[config.mk]
export PLATFORM = sky130hd
export DESIGN_NAME = pfde_seq
export DESIGN_NICKNAME = d
export VERILOG_FILES = /design/src/pfde_pkg.sv /design/src/pfde_mask.sv /design/src/pfde_seq.sv
export SDC_FILE = /design/constraint.sdc
export NUM_CORES = 1
export LEC_CHECK = 0
export ABC_AREA = 1
export ABC_CLOCK_PERIOD_IN_PS = 4900
export BUFFER_PORTS_ARGS = -buffer_cell sky130_fd_sc_hd__buf_4
export CORE_MARGIN = 2
export CORE_UTILIZATION = 50
export DETAILED_ROUTE_END_ITERATION = 16
export PLACE_DENSITY = 0.72
export SLEW_MARGIN = 20
export SYNTH_ARGS = -nofsm -noshare
export SYNTH_HDL_FRONTEND = slang
export SYNTH_SLANG_ARGS = --single-unit
[constraint.sdc]
create_clock -name clk -period 4.9 [get_ports clk]
set_clock_uncertainty 0.2 [all_clocks]
set_input_delay 0.98 -clock clk [delete_from_list [all_inputs] [get_ports clk]]
set_output_delay 0.98 -clock clk [all_outputs]
set_load 0.005 [all_outputs]
[src/pfde_pkg.sv]
// Shared constants, types and helpers of the page framebuffer draw engine.
package pfde_pkg;

	localparam int SCREEN_W    = 128;
	localparam int SCREEN_H    = 64;
	localparam int PAGE_ROWS   = 8;
	localparam int PAGE_COUNT  = (SCREEN_H + PAGE_ROWS - 1) / PAGE_ROWS;
	localparam int STORE_BYTES = SCREEN_W * PAGE_COUNT;
	localparam int ADDR_W      = $clog2(STORE_BYTES);
	localparam int PAGE_W      = (PAGE_COUNT > 1) ? $clog2(PAGE_COUNT) : 1;
	localparam int COORD_W     = 8;
	localparam int BYTE_W      = 8;

	localparam logic [BYTE_W-1:0] BYTE_ONES = 8'hFF;

	typedef enum logic [1:0] {
		ACT_PIXEL = 2'd0,
		ACT_RECT  = 2'd1,
		ACT_CLEAR = 2'd2,
		ACT_READ  = 2'd3
	} action_t;

	typedef enum logic [2:0] {
		ST_CLEAR,
		ST_IDLE,
		ST_READ,
		ST_WRITE,
		ST_RD_DONE
	} state_t;

	typedef struct packed {
		action_t              action;
		logic [COORD_W-1:0]   x_start;
		logic [COORD_W-1:0]   y_start;
		logic [COORD_W-1:0]   x_end;
		logic [COORD_W-1:0]   y_end;
		logic                 pixel_on;
		logic                 fill_inside;
		logic [2:0]           page_index;
		logic [6:0]           column_index;
	} item_t;

	typedef struct packed {
		logic [COORD_W-1:0] x1;
		logic [COORD_W-1:0] y1;
		logic [COORD_W-1:0] x2;
		logic [COORD_W-1:0] y2;
		logic               fill;
		logic               on;
	} geom_t;

	typedef struct packed {
		logic              rd_en;
		logic [ADDR_W-1:0] rd_addr;
		logic              wr_en;
		logic [ADDR_W-1:0] wr_addr;
		logic [BYTE_W-1:0] mask;
		logic              on;
		logic              zero;
	} mem_req_t;

	typedef struct packed {
		logic in_ready;
		logic load_out;
		logic rd_zero;
	} seq_stat_t;

	function automatic logic [ADDR_W-1:0] byte_addr(input logic [COORD_W-1:0] col,
			input logic [PAGE_W-1:0] page);
		return ADDR_W'(32'(page) * SCREEN_W + 32'(col));
	endfunction

endpackage

[src/pfde_mask.sv]
// Row mask unit: which pixels of one page byte a rectangle paints.
module pfde_mask
	import pfde_pkg::*;
(
	input  geom_t              geom,
	input  logic [COORD_W-1:0] col,
	input  logic [PAGE_W-1:0]  page,
	output logic [BYTE_W-1:0]  mask
);

	logic [8:0] row_y [PAGE_ROWS];
	logic [8:0] x, x1, x2, y1, y2;
	logic       in_xr, on_xe, in_xf;

	assign x  = {1'b0, col};
	assign x1 = {1'b0, geom.x1};
	assign x2 = {1'b0, geom.x2};
	assign y1 = {1'b0, geom.y1};
	assign y2 = {1'b0, geom.y2};

	assign in_xr = (x >= x1) && (x <= x2);
	assign on_xe = (x == x1) || (x == x2);
	assign in_xf = geom.fill && (x >= x1) && (x < x2);

	always_comb begin
		for (int b = 0; b < PAGE_ROWS; b++) begin
			row_y[b] = 9'({page, 3'(b)});
			mask[b]  = (row_y[b] < 9'(SCREEN_H)) && (
				(in_xr && ((row_y[b] == y1) || (row_y[b] == y2))) ||
				(on_xe && (row_y[b] >= y1) && (row_y[b] <= y2)) ||
				(in_xf && (row_y[b] >= y1) && (row_y[b] < y2)));
		end
	end

endmodule

[src/pfde_seq.sv]
// Sequencer: byte walk over a clipped rectangle, clear sweep and read control.
module pfde_seq
	import pfde_pkg::*;
(
	input  logic      clk,
	input  logic      arst_n,
	input  logic      in_valid,
	input  item_t     item,
	input  logic      out_free,
	output mem_req_t  req,
	output seq_stat_t stat
);

	localparam logic [ADDR_W-1:0] CLR_LAST = ADDR_W'(STORE_BYTES - 1);

	state_t             state_q, state_d;
	logic [ADDR_W-1:0]  clr_q;
	geom_t              geom_q, geom_d;
	logic [COORD_W-1:0] col_q, col_lo_q, col_hi_q;
	logic [PAGE_W-1:0]  page_q, page_hi_q;
	logic               rd_zero_q;

	// walk bounds taken from the incoming item
	logic [COORD_W-1:0] col_lo, col_max, col_hi, row_lo, row_max, row_hi;
	logic [PAGE_W-1:0]  page_lo, page_hi;
	logic               walk_empty, rd_in_range, last_byte;
	logic [ADDR_W-1:0]  cur_addr;
	logic [BYTE_W-1:0]  mask;

	always_comb begin
		geom_d.x1   = item.x_start;
		geom_d.y1   = item.y_start;
		geom_d.x2   = (item.action == ACT_PIXEL) ? item.x_start : item.x_end;
		geom_d.y2   = (item.action == ACT_PIXEL) ? item.y_start : item.y_end;
		geom_d.fill = (item.action == ACT_RECT) && item.fill_inside;
		geom_d.on   = item.pixel_on;
	end

	assign col_lo  = (geom_d.x1 < geom_d.x2) ? geom_d.x1 : geom_d.x2;
	assign col_max = (geom_d.x1 < geom_d.x2) ? geom_d.x2 : geom_d.x1;
	assign row_lo  = (geom_d.y1 < geom_d.y2) ? geom_d.y1 : geom_d.y2;
	assign row_max = (geom_d.y1 < geom_d.y2) ? geom_d.y2 : geom_d.y1;
	assign col_hi  = ({1'b0, col_max} >= 9'(SCREEN_W)) ? COORD_W'(SCREEN_W - 1) : col_max;
	assign row_hi  = ({1'b0, row_max} >= 9'(SCREEN_H)) ? COORD_W'(SCREEN_H - 1) : row_max;
	assign page_lo = PAGE_W'(row_lo >> 3);
	assign page_hi = PAGE_W'(row_hi >> 3);
	assign walk_empty = ({1'b0, col_lo} >= 9'(SCREEN_W)) || ({1'b0, row_lo} >= 9'(SCREEN_H));

	assign rd_in_range = (32'(item.page_index) < PAGE_COUNT) &&
		(32'(item.column_index) < SCREEN_W);

	assign last_byte = (col_q == col_hi_q) && (page_q == page_hi_q);
	assign cur_addr  = byte_addr(col_q, page_q);

	pfde_mask u_mask (
		.geom (geom_q),
		.col  (col_q),
		.page (page_q),
		.mask (mask)
	);

	// next state
	always_comb begin
		state_d = state_q;
		unique case (state_q)
			ST_CLEAR: begin
				if (clr_q == CLR_LAST) state_d = ST_IDLE;
			end
			ST_IDLE: begin
				if (in_valid) begin
					unique case (item.action)
						ACT_READ:  state_d = ST_RD_DONE;
						ACT_CLEAR: state_d = ST_CLEAR;
						default:   state_d = walk_empty ? ST_IDLE : ST_WRITE;
					endcase
				end
			end
			ST_READ:    state_d = ST_WRITE;
			ST_WRITE:   state_d = last_byte ? ST_IDLE : ST_READ;
			ST_RD_DONE: begin
				if (out_free) state_d = ST_IDLE;
			end
			default:    state_d = ST_IDLE;
		endcase
	end

	// outputs
	always_comb begin
		req  = '0;
		stat = '0;
		unique case (state_q)
			ST_CLEAR: begin
				req.wr_en   = 1'b1;
				req.wr_addr = clr_q;
				req.zero    = 1'b1;
			end
			ST_IDLE: begin
				stat.in_ready = 1'b1;
				if (in_valid) begin
					unique case (item.action)
						ACT_READ: begin
							req.rd_en   = 1'b1;
							req.rd_addr = ADDR_W'(32'(item.page_index) * SCREEN_W +
								32'(item.column_index));
						end
						ACT_CLEAR: begin
							req.rd_en = 1'b0;
						end
						default: begin
							req.rd_en   = !walk_empty;
							req.rd_addr = byte_addr(col_lo, page_lo);
						end
					endcase
				end
			end
			ST_READ: begin
				req.rd_en   = 1'b1;
				req.rd_addr = cur_addr;
			end
			ST_WRITE: begin
				req.wr_en   = 1'b1;
				req.wr_addr = cur_addr;
				req.mask    = mask;
				req.on      = geom_q.on;
			end
			ST_RD_DONE: begin
				stat.load_out = out_free;
				stat.rd_zero  = rd_zero_q;
			end
			default: begin
				stat.in_ready = 1'b0;
			end
		endcase
	end

	always_ff @(posedge clk or negedge arst_n) begin
		if (!arst_n) begin
			state_q <= ST_CLEAR;
			clr_q   <= '0;
		end else begin
			state_q <= state_d;
			if (state_q == ST_CLEAR) begin
				clr_q <= clr_q + 1'b1;
			end else begin
				clr_q <= '0;
			end
		end
	end

	always_ff @(posedge clk) begin
		if (state_q == ST_IDLE && in_valid) begin
			geom_q    <= geom_d;
			col_q     <= col_lo;
			col_lo_q  <= col_lo;
			col_hi_q  <= col_hi;
			page_q    <= page_lo;
			page_hi_q <= page_hi;
			rd_zero_q <= !rd_in_range;
		end else if (state_q == ST_WRITE && !last_byte) begin
			if (col_q == col_hi_q) begin
				col_q  <= col_lo_q;
				page_q <= page_q + 1'b1;
			end else begin
				col_q <= col_q + 1'b1;
			end
		end
	end

	a_walk_col: assert property (@(posedge clk) disable iff (!arst_n)
		state_q == ST_WRITE |-> col_q >= col_lo_q && col_q <= col_hi_q)
		else $error("walk column left its range");

	a_walk_page: assert property (@(posedge clk) disable iff (!arst_n)
		state_q == ST_WRITE |-> page_q <= page_hi_q)
		else $error("walk page past last page");

	a_wr_addr: assert property (@(posedge clk) disable iff (!arst_n)
		req.wr_en |-> 32'(req.wr_addr) < STORE_BYTES)
		else $error("write beyond frame store");

	a_rmw_order: assert property (@(posedge clk) disable iff (!arst_n)
		state_q == ST_WRITE |-> $past(req.rd_en))
		else $error("merge write without preceding read");

endmodule

Word-level counts from Yosys, hierarchy flattened:

Cells that the tools add are included.

* flip-flop bits (word level): 77
* latch bits: 0
* bits in writable memories: 0
* ROM bits: 0
* input bits: 50
* output and inout port bits: 35
* word-level logic and storage cells: 193
* memories: 0

* $add $sub $neg: 6
* $mul: 0
* div/mod/pow operators: 0
* order comparisons: 33
* equal/unequal tests: 31
* shift-type cells: 0
* mux-type cells: 29
* bitwise gates (word level): 0
* reduce and logical (&&, ||, !) cells: 81

Operators by type and width (number)
* 6-bit by 8-bit == test with 1-bit output: 16
* 8-bit two-way mux: 9
* 6-bit by 8-bit >= comparator with 1-bit output: 8
* 6-bit by 8-bit <= comparator with 1-bit output: 8
* 6-bit by 8-bit < comparator with 1-bit output: 8
* 1-bit logical AND: 47
* 11-bit case mux with 2 select lines: 2
* 1-bit logical OR: 26
* 8-bit == test: 3
* 8-bit < comparator: 3
* 10-bit by 8-bit adder with 10-bit output: 2
* 10-bit case mux with 2 select lines: 1
* 3-bit two-way mux: 6
* 8-bit by 7-bit >= comparator with 1-bit output (second input constant): 2
* 8-bit >= comparator (second input constant): 2
* 3-bit case mux with 5 select lines: 1
* 11-bit two-way mux: 1
* 10-bit by 1-bit adder with 10-bit output (second input constant): 1
* 10-bit by 7-bit adder with 10-bit output: 1
* 10-bit == test (second input constant): 1
* 10-bit two-way mux: 1
* 9-bit two-way mux: 1
* 8-bit by 1-bit adder with 8-bit output (second input constant): 1
* 8-bit >= comparator: 1
* 19 further kinds: 28

Longest topological paths before layout:

Gate-level depths: netlist of the first run.

* depth after elaboration: 10
* depth in mapped cells: 27
* gate-level depth less buffers: 24

By module:

From an unflattened synthesis of the first run, not the netlist that was laid out.

* cells, all modules: 758
* area, all modules: 5883.1 sq um

By module, submodules not included
* pfde_seq: times used 1, cells each 506, area each 4534.3 sq um, seq. area each 2247.2 sq um
* pfde_mask: times used 1, cells each 252, area each 1348.8 sq um, seq. area each 0.0 sq um

Worst setup path before layout of the first run:

No wires, ideal clock.

* kind: in2out
* start: input port item[45] (netlist name)
* end: output port req[30] (netlist name)
* arrival: 3.550 ns
* required time: 3.720 ns
* setup slack: 0.170 ns
* cell stages on the path: 26
* buffers on the path: 4
* path through: buf_6 inv_8 nand2_4 buf_6 inv_6 buf_6 nand2_1 o21ai_2 inv_2 ha_1 a21oi_1 nor2_1 a211oi_2 nand2_4 buf_8 nand2_1 nand2_2 inv_2 ha_1 ha_1 inv_1 nand3_1 nand2_1 nand2_1 nand3_1 nand2_1

RTL lines
* start: declaration: line pfde_seq.sv:8 `input item_t item,`
* end: declaration: line pfde_seq.sv:10 `output mem_req_t req,`

==> run_results.csv, run 1 <==
group,metric,value,unit
power,leakage,3.18,nW
clocking,clock_latency,340,ps
clocking,cts_num_sinks,77,
synth,ys_seq_elements,77,
final_layout,layout.cells.non_filler,945,
synth,async_reset_ff_share,16.9,%
setup_path,critPathMostFrequentCell,"nand2_1",
power,power,0.00276,W
synth,netlist_area,5740,um^2
grt,grt_pass1_vias,4871,
setup_path,worst_setup_path_start_kind,"input pin",
routing,wl_met1,7040,um
power,p_sw_share,37.4,%
clocking,cts_buffers,9,
final_layout,antenna_cells,0,
setup_path,critPathMaxStageDelay,260,ps
grt,grt_usage,24.3,%
synth,synth_top_flop_cell,"edfxtp_1",
sta,setup_viol,0,
sta,relSlewSlack,44.4,%
sta,fmax,210,MHz
power,powerDensity,392,nW/um^2
power,seqPwrFrac,36.2,%
clocking,hold_buffers,0,
sta,finalWorstSetupSlack,141,ps
floorplan,boundaryPins,85,
synth,synth_area_per_cell,8.23,um^2
setup_path,reg2reg_slack,2270,ps
synth,synth_common_cells,"nand2_1 (137), inv_1 (107), edfxtp_1 (64)",
grt,grt_pass1_wl,23900,um
grt,overflow,0,
synth,seq_area_frac_synth,39.2,%
flow_run,cap_violations,0,
setup_path,cp_max_fo,10,
clocking,clockRootBuffer,"clkbuf_16",
setup_path,slowest_stage,"a211oi_4",
power,p_int,0.00173,W
routing,dr.pass1.iters,7,
hold_path,holdCritPathClass,"input pin to asynchronous set/reset pin",
routing,vias,5148,
floorplan,coreArea,11300,um^2
routing,totalWireLength,15300,um
synth,synth_area_leaders,"edfxtp_1 (33%), ha_1 (9.8%), nand2_1 (9.0%), inv_1 (7.0%), dfrtp_1 (5.7%)",
placement,dp.cells,918,
routing,wl_per_cell,16.2,um
synth,ys_types,54,
sta,finalMaxSlewViolations,0,
placement,preCtsSetupSlack,58.8,ps
grt,antenna_found_initial,0,
setup_path,timing.rr.start,"state_q[1]",
clocking,clock_path_buffers,2,
power,power.share.clock,25.9,%
run_status,status,"completed",
floorplan,die_y,111,um
synth,yosysTopAreaCell,"edfxtp_1",
setup_path,cp_data_required_time,3720,ps
final_layout,drive_above_1_share,24.2,%
floorplan,rows,39,
routing,drt_iter0_drc,525,
sta,setup_tns,0,ps
setup_path,crit_arrival,3580,ps
power,p_sw,0.00103,W
placement,portBuffers,83,
setup_path,critPathKind,"input pin to output port",
placement,place_congestion,0.891,
routing,routed-wl-met2,6980,um
clocking,htree_num_levels,3,
grt,grt_max_degree,43,
placement,dp_hpwl,11700,um
sta,worstMarginPinSlew,832,ps
sta,fin_crit,4760,ps
synth,yosysWarningCount,0,
synth,synth_top_area_share,33.5,%
routing,drtAntennaViolNets,0,
floorplan,die_w,111,um
power,ir_drop,0.000216,V
final_layout,fin_nets,892,
synth,synth_edf_count,64,
floorplan,die_area,12400,um^2
sta,hold_slack,273,ps
floorplan,initial_utilization,50.7,%
routing,dr_wl_met3,1020,um
setup_path,path_cells,"buf_4 > inv_8 > nand2_8 > buf_6 > or2_4 > o21ai_4 > ha_4 > nand2_1 > nor2_2 > a211oi_4 > nand2_4 > buf_4 > o21ai_2 > ha_4 > inv_1 > nand3_1 > nand2_1 > nand2_1 > nand3_1 > nand2_1 > buf_4",
final_layout,syn_to_final_growth,22.9,%
synth,synthCells,697,
setup_path,worstSetupEndpointType,"output port",
synth,yosysMostFrequentCell,"nand2_1",
clocking,cts_tree,"yes",
routing,vias_per_cell,5.45,
sta,finalCritPeriodShare,97.1,%
setup_path,cp-startpoint,"item[45]",
sta,hold_viol_final,0,
clocking,path_clk_slew,60,ps
routing,topRoutingLayerUsed,"met4",
routing,drcViolationCount,0,
power,p_comb_share,37.9,%
[logic make-up after synthesis]
kind of cell | share of synthesized area [%]
AO/OA/AOI/OAI | 17.3
flip-flops | 39.2
adder cells (fa/ha/maj) | 9.81
other | 0.0653
AND/OR/NAND/NOR | 21.1
XOR/XNOR | 2.59
buffers and inverters | 9.92
[cell usage in the layout, fill, tap and decap left out, types with 8 or more instances in the layout]
| cell type | instances |
|---|---|
| nand2_1 | 137 |
| inv_1 | 105 |
| buf_4 | 101 |
| edfxtp_1 | 64 |
| nor2_1 | 53 |
| o21ai_0 | 52 |
| ha_1 | 38 |
| nand3_1 | 35 |
| a21oi_1 | 29 |
| o21ai_2 | 19 |
| o211ai_1 | 15 |
| dfrtp_1 | 13 |
| xnor2_1 | 11 |
| nor3_1 | 11 |
| clkbuf_16 | 9 |
| o21ai_1 | 8 |
| inv_2 | 8 |
[power by group through the flow]
stage	clock, W	sequential, W	combinational (W)
floorplan	0	0.000975	0.000693
global placement	0	0.00101	0.000957
detailed placement	0	0.00101	0.000990
CTS	0.000721	0.000998	0.000995
global route	0.000747	0.00102	0.00117
finish	0.000715	0.00100	0.00105
[state kept, by name (all words and copies together) (netlist names)]
register   flops
clr_q         10
col_hi_q       8
state_q        3
col_lo_q       8
page_q         3
page_hi_q      3
geom_q        34
col_q          8
[path summary, 6_finish.rpt]
check	endpoint	cells past startpoint
max in group asynchronous	state_q[1]	1
worst max register to register	page_q[2]	6
worst min register to register	clr_q[0]	1
min in group clk	clr_q[0]	1
worst min-delay path	clr_q[8]	1
worst max-delay path	req[30]	21
[what timing repair did]
| item | CTS | global route |
|---|---|---|
| setup endpoints to repair | 0 | 3 |
| gates resized for setup | 0 | 28 |
| setup buffers | 0 | 11 |
[metal layers]
metal / global-route usage, % / up-vias
met5: 0 / -
met4: 8.15 / 0
met3: 3.55 / 20
met2: 37.5 / 216
met1: 35.2 / 2371
li1: - / 2541
[critical path: cells and delay by family]
kind,cells,cell delay [ps]
AO/OA/AOI/OAI,3,580
adder cells (fa/ha/maj),2,430
AND/OR/NAND/NOR,10,910
buffers and inverters,6,660
[through the flow]
step	util [%]	area, um^2
2_1_floorplan	-	5740
3_3_place_gp	57.5	6510
3_5_place_dp	57.5	6510
4_1_cts	60.2	6820
5_1_grt	62.3	7050
6_report	62.3	7050
[layout make-up]
type / instances / area (um^2)
clock buffer: 9 / 225
multi-input combinational: 488 / 3060
tap: 143 / 179
fill: 945 / 4270
clock inverter: 7 / 88.8
inverter: 118 / 473
sequential: 77 / 2250
timing repair buffer: 103 / 781
Note: power is estimated with default switching activity, not from simulation.
==> run 2, diff against run 1 <==
Settings changed: CORE_ASPECT_RATIO from default to 1.5.
==> run 2 against run 1 <==
Against the previous run:
- register-to-register slack gained 130 ps
- hold slack got worse by 16 ps
- cell area decreased by 1.2%
- critical path depth is 1 higher
- die area grew 0.14%
- routed wire length grew 5.7%
- worst setup slack improved by 26 ps
- cell count up 0.11%
- sequential cell count did not move
- fmax up 0.55%
- sequential power about the same
- utilization grew 0.40 points
- critical endpoint unchanged
- largest cell class unchanged
- highest routed layer unchanged
==> run_results.csv, run 2 (same netlist as run 1, synthesis figures left out) <==
group,metric,value,unit
run_status,status,"completed",
clocking,clock_latency,360,ps
placement,place_congestion,0.955,
floorplan,initial_utilization,51.6,%
clocking,path_clk_slew,70,ps
clocking,clockRootBuffer,"clkbuf_16",
clocking,cts_num_sinks,77,
floorplan,coreArea,11100,um^2
sta,finalCritPeriodShare,96.6,%
setup_path,timing.rr.start,"state_q[2]",
grt,grt_pass1_wl,25300,um
setup_path,cp-startpoint,"item[45]",
power,p_sw,0.00106,W
grt,grt_max_degree,28,
routing,vias_per_cell,5.50,
routing,drtAntennaViolNets,0,
routing,dr.pass1.iters,5,
floorplan,die_y,135,um
setup_path,crit_arrival,3550,ps
power,ir_drop,0.000201,V
clocking,cts_buffers,9,
floorplan,die_w,91.5,um
final_layout,regMostFlops,"geom_q",
setup_path,path_cells,"buf_4 > inv_8 > nand2_4 > buf_6 > or2_1 > o21ai_2 > ha_4 > nand2_1 > nor2_1 > a211oi_4 > nand2_4 > buf_4 > nand2_1 > o21ai_2 > ha_1 > inv_1 > nand3_1 > nand2_1 > nand2_1 > nand3_1 > nand2_1 > buf_4",
placement,portBuffers,83,
setup_path,slowest_stage,"a211oi_4",
placement,dp_hpwl,12800,um
setup_path,cp_data_required_time,3720,ps
final_layout,antenna_cells,0,
setup_path,critPathMostFrequentCell,"nand2_1",
setup_path,worstSetupEndpointType,"output port",
final_layout,multiInputGateArea,2980,um^2
grt,antenna_found_initial,0,
setup_path,critPathMaxStageDelay,270,ps
power,power,0.00277,W
setup_path,cp_max_fo,10,
power,powerDensity,398,nW/um^2
setup_path,worst_setup_path_start_kind,"input pin",
floorplan,boundaryPins,85,
power,p_comb_share,37.6,%
routing,drcViolationCount,0,
routing,totalWireLength,16200,um
sta,fin_crit,4730,ps
final_layout,syn_to_final_growth,21.4,%
sta,rsz0062_at_grt,"false",
grt,grt_usage,26.6,%
flow_run,cap_violations,0,
routing,wl_per_cell,17.1,um
sta,fmax,211,MHz
clocking,cts_tree,"yes",
floorplan,die_area,12400,um^2
final_layout,drive_above_1_share,23.0,%
routing,vias,5199,
grt,overflow,0,
routing,drt_iter0_drc,341,
sta,finalMaxSlewViolations,0,
power,seqPwrFrac,36.4,%
sta,setup_viol,0,
sta,setup_tns,0,ps
sta,worstMarginPinSlew,772,ps
sta,hold_slack,257,ps
power,p_int,0.00172,W
power,p_sw_share,38.1,%
clocking,htree_num_levels,3,
power,leakage,3.17,nW
hold_path,holdCritPathClass,"input pin to asynchronous set/reset pin",
final_layout,layout_commonest_cell,"nand2_1",
clocking,clock_path_buffers,2,
floorplan,rows,47,
power,power.share.clock,26.0,%
sta,hold_viol_final,0,
final_layout,reg.largest.list,"geom_q: 34 flops, clr_q: 10 flops",
setup_path,critPathKind,"input pin to output port",
final_layout,layout.area.seq,2250,um^2
sta,relSlewSlack,48.4,%
final_layout,layout_common_cells,"nand2_1 (137), inv_1 (106), buf_4 (98)",
final_layout,fin_nets,889,
final_layout,fillers,943,
grt,grt_pass1_vias,5222,
final_layout,largest_reg_flops,34,
==> run 2: cell count changes in the layout (fill, tap and decap cells not counted), sizes merged <==
cell / before / now
buf: 103 / 99
clkbuf: 9 / 12
inv: 118 / 121
bufinv: 2 / 0
clkinv: 4 / 2
clkinvlp: 1 / 0
==> run 2: layout make-up <==
class                           count  area share [%]
Timing Repair inverter              1           0.126
Inverter                          118            6.75
Tap cell                          147            2.64
Sequential cell                    77            32.2
Multi-Input combinational cell    488            42.8
Timing Repair Buffer               99            10.7
Clock buffer                       12            4.31
Clock inverter                      4           0.431
==> run 2: worst paths after layout <==
kind / end / slack, ps / depth (start not counted)
max: req[30] / 170 / 22
min: clr_q[4] / 260 / 1
max reg2reg: page_q[0] / 2400 / 5
min reg2reg: clr_q[0] / 300 / 1
max in group asynchronous: clr_q[1] / 4070 / 1
min in group clk: clr_q[0] / 300 / 1
==> run 2: power by group through the flow <==
stage / registers [W] / clock network, W / logic [W]
floorplan: 0.000975 / 0 / 0.000693
global placement: 0.00102 / 0 / 0.000968
detailed placement: 0.00102 / 0 / 0.00101
CTS: 0.00101 / 0.000725 / 0.00102
global route: 0.00102 / 0.000751 / 0.00117
finish: 0.00101 / 0.000721 / 0.00104
==> run 2: metal layers <==
layer	vias to the layer above	global-route usage, %	share of wire [%]	wire [um]
li1	2537	-	-	-
met1	2433	26.1	35	5720
met3	58	4.84	3.6	582
met2	171	50.9	55	8900
met5	-	0	0	0
met4	0	16.0	6.0	976
==> run 2: timing repair <==
item / CTS / global route
setup buffers: 0 / 6
setup endpoints to repair: 0 / 4
gates resized for setup: 0 / 11
hold buffers: 0 / 0
==> run 2: through the flow <==
| step | utilization (%) | worst slack [ps] | std cells | area, um^2 |
|---|---|---|---|---|
| finish | 62.7 | 167 | 946 | 6970 |
| global route | 62.7 | 4.73 | 946 | 6970 |
| CTS | 61.6 | 70.0 | 939 | 6850 |
| detailed placement | 58.7 | 73.1 | 923 | 6520 |
| global placement | 58.7 | 148 | 923 | 6520 |
| floorplan | - | 170 | 698 | 5740 |
==> run 2: worst max-delay path, delay by kind of cell <==
kind            cells  cell delay (ps)
compound gates      3              440
buf+inv             6              700
simple gates       11              960
fa+ha+maj           2              450
